<file path="config.mk">
export PLATFORM = sky130hd
export DESIGN_NAME = slgu_ctrl
export DESIGN_NICKNAME = d
export VERILOG_FILES = /design/src/design/slgu_pkg.sv /design/src/design/slgu_ctrl.sv
export SDC_FILE = /design/constraint.sdc
export NUM_CORES = 1
export LEC_CHECK = 0
export CORE_MARGIN = 3
export CORE_UTILIZATION = 60
export CTS_BUF_LIST = sky130_fd_sc_hd__clkbuf_8
export CTS_CLUSTER_DIAMETER = 80
export DETAILED_ROUTE_END_ITERATION = 10
export DONT_BUFFER_PORTS = 1
export PLACE_DENSITY = 0.76
export REMOVE_ABC_BUFFERS = 1
export SYNTH_ARGS = -nofsm -noshare
export SYNTH_HDL_FRONTEND = slang
export SYNTH_SLANG_ARGS = --single-unit
</file>
<file path="constraint.sdc">
create_clock -name clk -period 3.8 [get_ports clk]
set_clock_uncertainty 0.1 [all_clocks]
set_input_delay 0.19 -clock clk [delete_from_list [all_inputs] [get_ports clk]]
set_output_delay 0.19 -clock clk [all_outputs]
set_load 0.01 [all_outputs]
</file>
<file path="src/design/slgu_pkg.sv">
// slgu_pkg: shared types, constants and arithmetic helpers for the sigmoid layer update block
// no dependencies
`timescale 1ns / 1ps
`default_nettype none
package slgu_pkg;
  localparam int MaxNeurons = 64;
  localparam int MaxInputs = 64;
  localparam int NW = $clog2(MaxNeurons);
  localparam int IW = $clog2(MaxInputs);

  localparam logic [2:0] KIND_WR_WEIGHT = 3'd0;
  localparam logic [2:0] KIND_WR_BIAS = 3'd1;
  localparam logic [2:0] KIND_WR_ACT = 3'd2;
  localparam logic [2:0] KIND_UPDATE = 3'd3;
  localparam logic [2:0] KIND_RD_WEIGHT = 3'd4;
  localparam logic [2:0] KIND_RD_BIAS = 3'd5;
  localparam logic [2:0] KIND_RD_DERIV = 3'd6;

  localparam logic CFG_LEARNING_RATE = 1'b0;
  localparam logic CFG_ACTIVE_INPUTS = 1'b1;

  // datapath operation selected by the controller
  localparam logic [3:0] OP_NONE = 4'd0;
  localparam logic [3:0] OP_LATCH = 4'd1;
  localparam logic [3:0] OP_ERR = 4'd2;
  localparam logic [3:0] OP_G1 = 4'd3;
  localparam logic [3:0] OP_G2 = 4'd4;
  localparam logic [3:0] OP_RD = 4'd5;
  localparam logic [3:0] OP_DEL = 4'd6;
  localparam logic [3:0] OP_LRD = 4'd7;
  localparam logic [3:0] OP_WN = 4'd8;
  localparam logic [3:0] OP_ACC = 4'd9;
  localparam logic [3:0] OP_BIAS = 4'd10;
  localparam logic [3:0] OP_LRB = 4'd11;
  localparam logic [3:0] OP_BWR = 4'd12;
  localparam logic [3:0] OP_SIMPLE = 4'd13;

  typedef struct packed {
    logic [2:0] kind;
    logic [5:0] neuron_index;
    logic [5:0] input_index;
    logic signed [31:0] data_value;
    logic signed [31:0] term_value;
    logic output_mode;
    logic accumulate;
  } item_t;

  typedef struct packed {
    logic [3:0] op;
    logic [IW-1:0] j;
    logic clear_flags;
  } cmd_t;

  typedef struct packed {
    logic nok;
    logic iok;
    logic [IW:0] count;
  } status_t;

  // saturate a wide signed value to 32 bits, flag in bit 32
  function automatic logic [32:0] clip32(input logic signed [65:0] v);
    logic [32:0] r;
    if (v > 66'sd2147483647) r = {1'b1, 32'h7fffffff};
    else if (v < -66'sd2147483648) r = {1'b1, 32'h80000000};
    else r = {1'b0, v[31:0]};
    return r;
  endfunction

  // round half up then shift by 16 (floor), then saturate
  function automatic logic [32:0] rnd_clip(input logic signed [63:0] p);
    logic signed [65:0] r;
    r = ($signed({{2{p[63]}}, p}) + 66'sd32768) >>> 16;
    return clip32(r);
  endfunction
endpackage
`default_nettype wire

</file>
<file path="src/design/slgu_ctrl.sv">
// slgu_ctrl: sequencer that steps the datapath through one item
// depends on slgu_pkg
`timescale 1ns / 1ps
`default_nettype none
module slgu_ctrl (
  input wire logic clk,
  input wire logic rst,
  input wire logic start,
  input wire logic [2:0] kind,
  input wire slgu_pkg::status_t status,
  input wire logic out_free,
  output slgu_pkg::cmd_t cmd,
  output logic busy,
  output logic done
);
  localparam logic [3:0] S_IDLE = 4'd0, S_ERR = 4'd1, S_G1 = 4'd2, S_G2 = 4'd3,
    S_RD = 4'd4, S_DEL = 4'd5, S_LRD = 4'd6, S_WN = 4'd7, S_ACC = 4'd8,
    S_BIAS = 4'd9, S_LRB = 4'd10, S_BWR = 4'd11, S_SIMPLE = 4'd12, S_DONE = 4'd13;
  logic [3:0] state, state_next;
  logic [slgu_pkg::IW:0] j, j_next;

  always_comb begin
    state_next = state;
    j_next = j;
    cmd.op = slgu_pkg::OP_NONE;
    cmd.j = j[slgu_pkg::IW-1:0];
    cmd.clear_flags = 1'b0;
    done = 1'b0;
    case (state)
      S_IDLE: begin
        if (start) begin
          cmd.op = slgu_pkg::OP_LATCH;
          cmd.clear_flags = 1'b1;
          j_next = '0;
          state_next = (kind == slgu_pkg::KIND_UPDATE) ? S_ERR : S_SIMPLE;
        end
      end
      S_SIMPLE: begin cmd.op = slgu_pkg::OP_SIMPLE; state_next = S_DONE; end
      S_ERR: begin
        if (!status.nok) state_next = S_DONE;
        else begin cmd.op = slgu_pkg::OP_ERR; state_next = S_G1; end
      end
      S_G1: begin cmd.op = slgu_pkg::OP_G1; state_next = S_G2; end
      S_G2: begin
        cmd.op = slgu_pkg::OP_G2;
        state_next = (status.count == '0) ? S_BIAS : S_RD;
      end
      S_RD: begin cmd.op = slgu_pkg::OP_RD; state_next = S_DEL; end
      S_DEL: begin cmd.op = slgu_pkg::OP_DEL; state_next = S_LRD; end
      S_LRD: begin cmd.op = slgu_pkg::OP_LRD; state_next = S_WN; end
      S_WN: begin cmd.op = slgu_pkg::OP_WN; state_next = S_ACC; end
      S_ACC: begin
        cmd.op = slgu_pkg::OP_ACC;
        j_next = j + 1'b1;
        state_next = (j + 1'b1 >= status.count) ? S_BIAS : S_RD;
      end
      S_BIAS: begin cmd.op = slgu_pkg::OP_BIAS; state_next = S_LRB; end
      S_LRB: begin cmd.op = slgu_pkg::OP_LRB; state_next = S_BWR; end
      S_BWR: begin cmd.op = slgu_pkg::OP_BWR; state_next = S_DONE; end
      S_DONE: begin
        if (out_free) begin done = 1'b1; state_next = S_IDLE; end
      end
      default: state_next = S_IDLE;
    endcase
  end

  assign busy = (state != S_IDLE);

  always_ff @(posedge clk) begin
    if (rst) begin
      state <= S_IDLE;
      j <= '0;
    end else begin
      state <= state_next;
      j <= j_next;
    end
  end
endmodule
`default_nettype wire

</file>
After elaboration in Yosys (flattened, before gate mapping)
Index checks and enable logic that the tools add are counted.
{"block": "op_classes", "add_sub_neg": 1, "order_cmp": 1, "eq_ne": 16, "n_mux": 16, "n_reduce_logical": 7}
{"op": "$pmux W4 S13", "count": 2}
{"op": "$eq A4 B4 Y1 const B", "count": 6}
{"op": "$mux W4", "count": 6}
{"op": "$eq A4 B3 Y1 const B", "count": 4}
{"op": "$pmux W7 S2", "count": 1}
{"op": "$eq A4 B2 Y1 const B", "count": 2}
{"op": "$add A7 B1 Y7 const B", "count": 1}
{"op": "$ge A7 B7 Y1", "count": 1}
{"op": "$logic_not A7 Y1", "count": 1}
{"op": "$mux W7", "count": 1}
{"op": "$mux W1", "count": 5}
{"op": "$eq A4 B1 Y1 const B", "count": 1}
{"op": "$logic_not A4 Y1", "count": 1}
{"op": "$ne A2 B2 Y1 const B", "count": 2}
{"op": "$reduce_and A2 Y1", "count": 2}
{"op": "$reduce_bool A4 Y1", "count": 1}
{"op": "$eq A3 B2 Y1 const B", "count": 1}
{"op": "$mux W2", "count": 1}
{"op": "$reduce_bool A2 Y1", "count": 1}
{"op": "$reduce_or A2 Y1", "count": 1}
{"block": "word_totals", "regBits": 11, "input_bits": 16, "output_inout_bits": 13, "elab_cells": 43}

Logic depth before layout (Yosys ltp)
Gate-level depths: netlist (run 1).
{"block": "logic_depth", "ltp_word": 4, "depth_mapped": 9, "mapped_depth_nobuf": 9}

Worst setup path before layout (run 1)
No wires, ideal clock.
{"block": "synth_path", "kind": "register to register", "from": "register j[0] (netlist bit)", "to": "register state[0]", "setup_ns": 0.126, "arrival_time_ns": 1.990, "setup_slack_ns": 1.584, "path_stages_with_launch": 10, "path_buffers": 0, "period_less_slack_ns": 2.216, "cell_sequence": "dfxtp_1 > ha_1 > nand3_1 > nor2_1 > xor2_1 > ha_1 > a21oi_1 > o221ai_1 > a211oi_1 > a21oi_1"}
{"block": "synth_via", "elab_chain_len": 4}
{"element": "from (decl)", "line": "slgu_ctrl.sv:20", "source": "logic [slgu_pkg::IW:0] j, j_next;"}
{"element": "from (signal assigned)", "line": "slgu_ctrl.sv:75", "source": "j <= j_next;"}
{"element": "$add A7 B1 Y7", "line": "slgu_ctrl.sv:55", "source": "state_next = (j + 1'b1 >= status.count) ? S_BIAS : S_RD;"}
{"element": "$ge A7 B7 Y1", "line": "slgu_ctrl.sv:55"}
{"element": "$mux W4", "line": "slgu_ctrl.sv:55"}
{"element": "$pmux W4 S13", "line": "slgu_ctrl.sv:29", "source": "case (state)"}
{"element": "to (signal assigned)", "line": "slgu_ctrl.sv:74", "source": "state <= state_next;"}
{"element": "to (decl)", "line": "slgu_ctrl.sv:19", "source": "logic [3:0] state, state_next;"}
Every way passes these cells.
A chain may end at the register's enable or synchronous reset.

Worst setup path after layout (run 1)
Ends and elaborated chain as after synthesis.

==> results of run 1 <==
==> layout make-up <==
type	count	share of cell area
clock buffers	3	0.04220
repair buffers	1	0.01023
multi-input cells	103	0.6598
inverters	10	0.03836
clock inverters	1	0.005115
well taps	15	0.01918
flip-flops and latches	11	0.2251
==> cell usage in the layout, fill, tap and decap left out, types with 2 or more instances in the layout <==
cell      synthesis  final
inv_1            10     10
nand2b_1          3      3
a22oi_1           2      2
nor3_1            3      3
a21oi_1          12     12
ha_1              8      8
and2_1            3      3
or3_1             3      3
o21ai_0           9      9
xnor2_1           2      2
nand4_1           3      3
nor4_1            4      4
o22ai_1           2      2
nand3_1           6      6
nand2_1           7      7
a21o_1            2      2
clkbuf_8          0      3
nor2_1           16     16
nand3b_1          2      2
dfxtp_1          11     11
xor2_1            3      3
==> worst reg2reg max path, cell delays in order, from the launching register on <==
cell and delay, ns:
dfxtp_1 0.48, ha_1 0.30, nand3_1 0.17, nor2_1 0.17, xor2_1 0.24, ha_1 0.30, a21oi_1 0.15, o221ai_1 0.16
a211oi_1 0.36, a21oi_1 0.11
==> state kept, by name (all words and copies together), names as in the netlist <==
| name | count |
|---|---|
| j | 7 |
| state | 4 |
==> through the flow <==
| step | utilization | setup WS, ns | hold slack [ns] | power (µW) | std cells |
|---|---|---|---|---|---|
| after floorplan | - | 1.514 | 0.1591 | 385.6 | 124 |
| after global placement | 0.6516 | 1.252 | 0.1610 | 434.3 | 139 |
| after detailed placement | 0.6516 | 1.167 | 0.1629 | 442.8 | 139 |
| after CTS | 0.6914 | 1.154 | 0.007374 | 561.8 | 144 |
| after global routing | 0.6914 | 0.9034 | 0.006306 | 617.7 | 144 |
| final | 0.6914 | 1.134 | 0.01006 | 569.8 | 144 |
==> report_power, final <==
part	total [µW]	internal [µW]	switching (µW)
combinational	250	93.9	156
clock	118	72.1	45.6
sequential	203	135	67.0
==> metal layers <==
metal,wire length (µm),part of all wire,global-route usage
met5,0,0,0
met4,33,0.015,0.1023
met2,962,0.44,0.3407
met3,188,0.086,0.05078
met1,998,0.46,0.3154
==> kinds of logic (layout without fill, tap and decap cells) <==
group,count (synthesis),in the layout
and+or+nand+nor,53,53
AOI/OAI and AO/OA,36,36
buffers and inverters,23,15
DFF,11,11
adders and majority gates,9,9
xor gates and xnor gates,5,5
==> what timing repair did <==
action	CTS	global route
resized for setup	0	0
hold buffers	1	0
setup buffers	0	0
hold endpoints to repair	7	0
==> final timing paths <==
path,startpoint,cells past startpoint,endpoint
setup / recovery,j[0],9,state[0]
setup reg to reg,j[0],9,state[0]
hold / removal,out_free,1,state[1]
hold reg to reg,j[6],2,j[6]
==> results.md, run 1 <==
- Antenna-violating nets left: 0
- Die width: ~46 µm
- Worst-path cell chain: ha_1, nand3_1, nor2_1, xor2_1, ha_1, a21oi_1, o221ai_1, a211oi_1, a21oi_1
- Number of synthesized flops with an enable pin: 0
- Num CTS Buffers: 3
- Crit path DAT: between 2 and 3 ns
- Maxcap violations: 0
- PD cells: about 580 mW/mm²
- CP max stage delay: 0.48 ns
- First-pass GRT wire length: 3.601 mm
- Initial Util: 0.6923
- Synth Register Bits: 11
- Complex-gate fraction of the synthesized area: 0.2248
- Synth Instances: ~140
- Area of the multi-input gates: 645.6 µm²
- Total track usage: 0.2303
- Area Overhead vs Synth: -0.1278%
- RSZ-0062 raised after global routing: false
- # port buffers: 0
- Sink Count: 11
- Post-synth top cells: nor2_1, a21oi_1, dfxtp_1
- Placer congestion estimate: 0.8045
- Antenna violations before repair: 0
- Setup-failing EPs final: 0
- Sequential share of the synthesized area: 0.2248
- Site Rows: 13
- Hold Crit Class: in -> reg
- Slew @ Worst Pin: ~0.6 ns
- Leading area contributor after synthesis: dfxtp_1
- Clock insertion delay at the later pin of the skew report: 0.24 ns
- Vias in the first global route: around 830
- Share of the synthesized area in the top cell type: 0.2248
- Mux cell area share after synthesis: 0
- Setup crit start kind: register
- Top-count cell post-synth: nor2_1
- Post-synth top flop: dfxtp_1
- R2R Setup Slk: 1.13 ns
- Count of cell types in the netlist: 37
- GR Overflow Total: 0
- Leakage: 0.0004151 µW
- Slowest CP cell: dfxtp_1
- Share of cells above drive strength 1: 0.04651
- CP Capture Type: register
- DRC: 0
- CP Data Required Time: 3.82 ns
- YS warnings: 0
- Fillers: 122
- Drt initial violations: 26
- Final Hold Fails: 0
- Synth Area in Adders: 0.1124
- Vias: 919
- Diode count: 0
- Worst-path fanout max: 6
- Final count of pins violating max slew: 0
- Final #Nets: 154
- Outcome: completed
- Mapped cell area: 979.7 µm²
- Slew headroom: 0.6096
- Die area: ~0.0022 mm²
- Largest net degree at the start of global routing: 21
- Fraction of registers with async set/reset: 0
- Clock transition at path regs: 0.05 ns
- Max frequency: ~0.38 GHz
- Final min period: between 2 and 3 ns
- Synth Area per Inst: 7.151 µm²
- Synth top area cells: dfxtp_1, ha_1, a21oi_1, nor2_1, buf_4
- DPL Wire Length: between 1.5 and 2 mm
- Final WL: 2.182 mm
- IO Count: 29
- WL/cell: 15.15 µm
- Root Driver: clkbuf_8
- Largest family of logic cells by synthesized area: simple AND/OR/NAND/NOR gates
- Core area: 0.001415 mm²
- XOR/XNOR Fraction of Synth Area: 0.04470
- Die height: ~46 µm
- Post-DP Area: 922.1 µm²
- Crit-path leading delay family: compound AO/OA/AOI/OAI gates
- Max VDD drop: 0.4978 mV
- Design area: 978.4 µm²
- CTS tree: done
- Post-Synth Simple-Gate Area: 0.2771
- Register area: 220.2 µm²
- Clock Path Buffers: 2
- DRT Pass-1 Iters: 4
- Tcrit/Tclk final: 0.7015
- H-tree Lvls: 1
- Critical path class: reg -> reg
- Vias per cell: 6.382
- Crit path buffers/inverters: 0
- Setup TNS: 0 ns
Note: power is estimated with default switching activity, not from simulation.
==> run 2, diff against run 1 <==
==> constraint.sdc (replaced) <==
create_clock -name clk -period 2.6 [get_ports clk]
set_clock_uncertainty 0.1 [all_clocks]
set_input_delay 0.13 -clock clk [delete_from_list [all_inputs] [get_ports clk]]
set_output_delay 0.13 -clock clk [all_outputs]
set_load 0.01 [all_outputs]
==> results.md, run 2 (same netlist as run 1, synthesis figures left out) <==
- Outcome: completed (unchanged)
- Worst-path cell chain: ha_1, nand3_1, nor2_1, xor2_1, ha_1, a21oi_1, o221ai_1, a211oi_2, a21oi_1 (was ha_1, nand3_1, nor2_1, xor2_1, ha_1, a21oi_1, o221ai_1, a211oi_1, a21oi_1)
- CP Capture Type: register (unchanged)
- Die height: 46.41 µm (unchanged)
- DPL Wire Length: 1.781 mm (was 1.616 mm)
- DRC: 0 (unchanged)
- Utilization after layout: 0.7224 (was 0.6914)
- Worst-path fanout max: 4 (was 6)
- Leakage: 0.0004433 µW (was 0.0004151 µW)
- Tcrit/Tclk final: 0.9155 (was 0.7015)
- Crit path buffers/inverters: 0 (unchanged)
- Slew headroom: 0.6003 (was 0.6096)
- Placer congestion estimate: 0.8235 (was 0.8045)
- CP Data Required Time: 2.62 ns (was 3.82 ns)
- PnR worst setup slack: 0.2196 ns (was 1.134 ns)
- Largest net degree at the start of global routing: 21 (unchanged)
- Top reg by flops: j (unchanged)
- Final WL: 2.374 mm (was 2.182 mm)
- Final Hold Fails: 0 (unchanged)
- Sink Count: 11 (unchanged)
- Slowest CP cell: dfxtp_1 (unchanged)
- Num CTS Buffers: 3 (unchanged)
- Clock transition at path regs: 0.05 ns (about the same)
- Final #Nets: 159 (was 154)
- Critical path class: reg -> reg (unchanged)
- Setup-failing EPs final: 0 (unchanged)
- Area Overhead vs Synth: 4.342% (was -0.1278%)
- Reg-to-Reg End: state[0] (unchanged)
- Crit path DAT: 2.40 ns (was 2.68 ns)
- Hold Crit Class: in -> reg (unchanged)
- Slew @ Worst Pin: 0.5987 ns (was 0.5848 ns)
- Max VDD drop: 0.6596 mV (was 0.4978 mV)
- Clock Path Buffers: 2 (unchanged)
- Worst r2r path cells: 9 (unchanged)
- IO Count: 29 (unchanged)
- Root Driver: clkbuf_8 (unchanged)
- RSZ-0062 raised after global routing: false (unchanged)
- First-pass GRT wire length: 3.912 mm (was 3.601 mm)
- Die area: 0.002154 mm² (unchanged)
- Total chip power: 843.6 µW (was 569.8 µW)
- R2R Setup Slk: 0.22 ns (was 1.13 ns)
- Instance count on the critical path: 9 (unchanged)
- Core area: 0.001415 mm² (unchanged)
- Placed cells: 143 (was 139)
- Vias: 1014 (was 919)
- Worst Setup SP: j[0] (unchanged)
- Maxcap violations: 0 (unchanged)
- Max frequency: 0.4201 GHz (was 0.3751 GHz)
- Final count of pins violating max slew: 0 (unchanged)
- Site Rows: 13 (unchanged)
- H-tree Lvls: 1 (unchanged)
- WL/cell: 15.93 µm (was 15.15 µm)
- Antenna-violating nets left: 0 (unchanged)
- Drt initial violations: 38 (was 26)
- Final min period: 2.380 ns (was 2.666 ns)
- Diode count: 0 (unchanged)
- CTS tree: done (unchanged)
- DRT Pass-1 Iters: 4 (unchanged)
- CP endpoint: state[0] (unchanged)
- Final Non-Filler Cells: 149 (was 144)
- Antenna violations before repair: 0 (unchanged)
- Vias in the first global route: 892 (was 828)
- # port buffers: 0 (unchanged)
- Commonest non-fill, non-tap cell in the layout: nor2_1 (unchanged)
- Setup TNS: 0 ns (unchanged)
- Total track usage: 0.2498 (was 0.2303)
- Setup crit start kind: register (unchanged)
- Reg2Reg Launch Point: j[0] (unchanged)
- Crit-path leading delay family: compound AO/OA/AOI/OAI gates (unchanged)
- Pre-CTS WS: 0.2081 ns (was 1.167 ns)
- Top Registers: j x7, state x4 (unchanged)
- Max reg flops: 7 (unchanged)
- Die width: 46.41 µm (unchanged)
- PD cells: 825.3 mW/mm² (was 582.3 mW/mm²)
- GR Overflow Total: 0 (unchanged)
- Share of cells above drive strength 1: 0.07463 (was 0.04651)
- Commonest cells after routing, fill and taps aside: nor2_1, a21oi_1, inv_1, dfxtp_1, o21ai_0 (was nor2_1, a21oi_1, dfxtp_1)
- Setup bufs post-CTS: 0 (unchanged)
- Initial Util: 0.6923 (unchanged)
- Vias per cell: 6.805 (was 6.382)
- CP max stage delay: 0.33 ns (was 0.48 ns)
- Clock insertion delay at the later pin of the skew report: 0.24 ns (about the same)
[run 2: cell count changes in the layout (fill, tap and decap cells not counted), sizes merged]
| cell | previous run | this run |
|---|---|---|
| buf | 0 | 4 |
| clkinv | 1 | 0 |
| dlygate4sd3 | 1 | 2 |
| inv | 10 | 11 |
[run 2: worst min path at each step]
stage,slack [ns],startpoint,to,cells after the start
floorplan,0.1,rst,j[1],1
global placement,0.10,rst,j[1],1
detailed placement,0.10,rst,j[3],1
CTS,0.02,rst,state[2],2
global route,0.03,rst,state[2],2
finish,0.02,rst,state[2],2
[run 2: layer usage]
layer  wire [µm]  GRT usage  vias to the layer above
met5           0          0                        -
met4          17    0.06818                        0
met3         238    0.02734                        3
met2        1111     0.3901                       64
met1        1006     0.3581                      466
li1            -          -                      481
[run 2: what timing repair did]
action / CTS / global route
resized for setup: 0 / 1
hold buffers: 2 / 0
endpoints found under the setup margin: 0 / 2
endpoints found under the hold margin: 8 / 0
[run 2: through the flow]
step	hold WS (ns)	instance area (µm²)
6_report	0.02374	1022
3_3_place_gp	0.1021	952.2
5_1_grt	0.03198	1022
2_1_floorplan	0.09907	903.4
3_5_place_dp	0.1023	952.2
4_1_cts	0.02267	1017
[run 2: worst reg2reg max path, delay by kind of cell, from the launching register on]
kind	cells	cell delay [ns]
xor gates and xnor gates	1	0.24
DFF	1	0.33
AOI/OAI and AO/OA	4	0.71
and+or+nand+nor	2	0.34
adders and majority gates	2	0.53
[run 2: where the power goes]
group          internal [µW]  leakage, µW  switching (µW)
logic                    148     0.000327             242
registers                198    0.0000894            88.3
clock network            104    0.0000269            63.3
[run 2: layout make-up]
type                       count  area [µm²]
clock inverter                 1       3.754
timing repair buffer           6       50.05
inverter                      10       37.54
sequential                    11       220.2
multi-input combinational    103       650.6
fill                         118       392.9
tap                           15       18.77
clock buffer                   3       41.29
==> run 3, diff against run 2 <==
--- a/config.mk
+++ b/config.mk
@@ -13,6 +13,7 @@
 export DONT_BUFFER_PORTS = 1
 export PLACE_DENSITY = 0.76
 export REMOVE_ABC_BUFFERS = 1
+export SETUP_SLACK_MARGIN = 0.5
 export SYNTH_ARGS = -nofsm -noshare
 export SYNTH_HDL_FRONTEND = slang
 export SYNTH_SLANG_ARGS = --single-unit
==> results.md, run 3 (same netlist as run 1, synthesis figures left out) <==
- Outcome: completed (unchanged)
- H-tree Lvls: 1 (unchanged)
- Utilization after layout: 0.8532 (was 0.7224)
- # port buffers: 0 (unchanged)
- Worst-path fanout max: 5 (was 4)
- Final WL: 2.982 mm (was 2.374 mm)
- Sink Count: 11 (unchanged)
- Diode count: 0 (unchanged)
- Commonest non-fill, non-tap cell in the layout: nor2_1 (unchanged)
- Maxcap violations: 0 (unchanged)
- Commonest cells after routing, fill and taps aside: nor2_1, inv_1, buf_4 (was nor2_1, a21oi_1, inv_1, dfxtp_1, o21ai_0)
- CP Data Required Time: 2.62 ns (about the same)
- Die width: 46.41 µm (unchanged)
- Area of the multi-input gates: 764.5 µm² (was 650.6 µm²)
- Placer congestion estimate: 0.8235 (unchanged)
- DRC: 0 (unchanged)
- IO Count: 29 (unchanged)
- Final count of pins violating max slew: 0 (unchanged)
- Setup TNS: 0 ns (unchanged)
- Die area: 0.002154 mm² (unchanged)
- First-pass GRT wire length: 4.174 mm (was 3.912 mm)
- Setup-failing EPs final: 0 (unchanged)
- Top reg by flops: j (unchanged)
- Num CTS Buffers: 3 (unchanged)
- Worst-path cell chain: buf_4, nand2_1, nor2_4, xor2_2, ha_1, nand4_1, o221ai_2, a211oi_2, a21oi_1 (was ha_1, nand3_1, nor2_1, xor2_1, ha_1, a21oi_1, o221ai_1, a211oi_2, a21oi_1)
- Max reg flops: 7 (unchanged)
- WL/cell: 18.99 µm (was 15.93 µm)
- GR Overflow Total: 0 (unchanged)
- DRT Pass-1 Iters: 5 (was 4)
- Vias per cell: 6.758 (was 6.805)
- Crit path buffers/inverters: 1 (was 0)
- Tcrit/Tclk final: 0.7897 (was 0.9155)
- Antenna violations before repair: 0 (unchanged)
- Register area: 227.7 µm² (was 220.2 µm²)
- Final min period: 2.053 ns (was 2.380 ns)
- Max VDD drop: 0.6674 mV (was 0.6596 mV)
- Core area: 0.001415 mm² (unchanged)
- Drt initial violations: 73 (was 38)
- Leakage: 0.0004893 µW (was 0.0004433 µW)
- NetSw: 430.8 µW (was 393.7 µW)
- Clk pwr share: 0.187 (was 0.198)
- Die height: 46.41 µm (unchanged)
- Antenna-violating nets left: 0 (unchanged)
- CTS tree: done (unchanged)
- Crit path DAT: 2.07 ns (was 2.40 ns)
- Sw Share: 0.4781 (was 0.4666)
- Clock insertion delay at the later pin of the skew report: 0.24 ns (about the same)
- Final #Nets: 167 (was 159)
- Vias in the first global route: 944 (was 892)
- Hold Crit Class: in -> reg (unchanged)
- Int Power: 470.3 µW (was 449.9 µW)
- Clock transition at path regs: 0.05 ns (about the same)
- Max frequency: 0.4870 GHz (was 0.4201 GHz)
- DPL Wire Length: 1.781 mm (unchanged)
- CP Capture Type: register (unchanged)
- Seq pwr share: 0.332 (was 0.339)
- Root Driver: clkbuf_8 (unchanged)
- Setup crit start kind: register (unchanged)
- Fillers: 77 (was 118)
- Critical path class: reg -> reg (unchanged)
- Initial Util: 0.6923 (unchanged)
- Slew @ Worst Pin: 0.5691 ns (was 0.5987 ns)
- RSZ-0062 raised after global routing: true (was false)
- Vias: 1061 (was 1014)
- Top Registers: j x7, state x4 (unchanged)
- Share of cells above drive strength 1: 0.2676 (was 0.07463)
- Area Overhead vs Synth: 23.24% (was 4.342%)
- Slew headroom: 0.6206 (was 0.6003)
- Slowest CP cell: dfxtp_2 (was dfxtp_1)
- PD cells: 746.3 mW/mm² (was 825.3 mW/mm²)
- Clock Path Buffers: 2 (unchanged)
- Worst hold margin: 0.06075 ns (was 0.02374 ns)
- Largest net degree at the start of global routing: 21 (unchanged)
- Crit-path leading delay family: compound AO/OA/AOI/OAI gates (unchanged)
- CP max stage delay: 0.36 ns (was 0.33 ns)
- Total track usage: 0.2712 (was 0.2498)
- Final Hold Fails: 0 (unchanged)
- Comb power frac: 0.481 (was 0.463)
- Site Rows: 13 (unchanged)
[run 3: cell types whose count changed in the layout (fill, tap and decap cells not counted), sizes merged]
cell  delta
buf      +8
[run 3: final timing paths]
path	start	endpoint	slack (ns)	cells after the start
worst max-delay path	j[3]	state[0]	0.55	9
worst min-delay path	rst	state[2]	0.06	2
worst max register to register	j[3]	state[0]	0.55	9
worst min register to register	j[4]	j[4]	0.47	2
[run 3: timing repair]
action	4_1_cts	5_1_grt
hold buffers	2	0
buffers inserted	5	3
setup endpoints to repair	3	4
pin swaps	7	5
gates resized for setup	8	19
hold endpoints to repair	8	0
[run 3: power groups by stage]
stage                     Clock [µW]  Combinational (µW)  Sequential, µW
after floorplan                    0                 293             270
after global placement             0                 366             280
after detailed placement           0                 375             282
after CTS                        170                 392             281
after global routing             178                 484             303
final                            168                 434             299
[run 3: routing by layer]
layer  global-route usage  share of wire
met5                    0              0
met2               0.4396           0.47
met1               0.3581           0.38
met4              0.09659          0.032
met3              0.04297           0.11
[run 3: final cells by class]
| type | count | area share |
|---|---|---|
| inverters | 10 | 0.03109 |
| multi-input cells | 103 | 0.6332 |
| clock inverters | 1 | 0.003109 |
| flip-flops and latches | 11 | 0.1886 |
| well taps | 15 | 0.01554 |
| clock buffers | 3 | 0.03420 |
| repair buffers | 14 | 0.09430 |
[run 3: through the flow]
stage               setup slack (ns)  area [µm²]  instances  total power [µW]
floorplan                     0.3145       903.4        124             563.6
global placement              0.2881       952.2        143             645.6
detailed placement            0.2081       952.2        143             657.2
CTS                           0.5079        1092        154             843.3
finish                        0.5467        1207        157             901.1
global route                  0.4443        1207        157             964.2
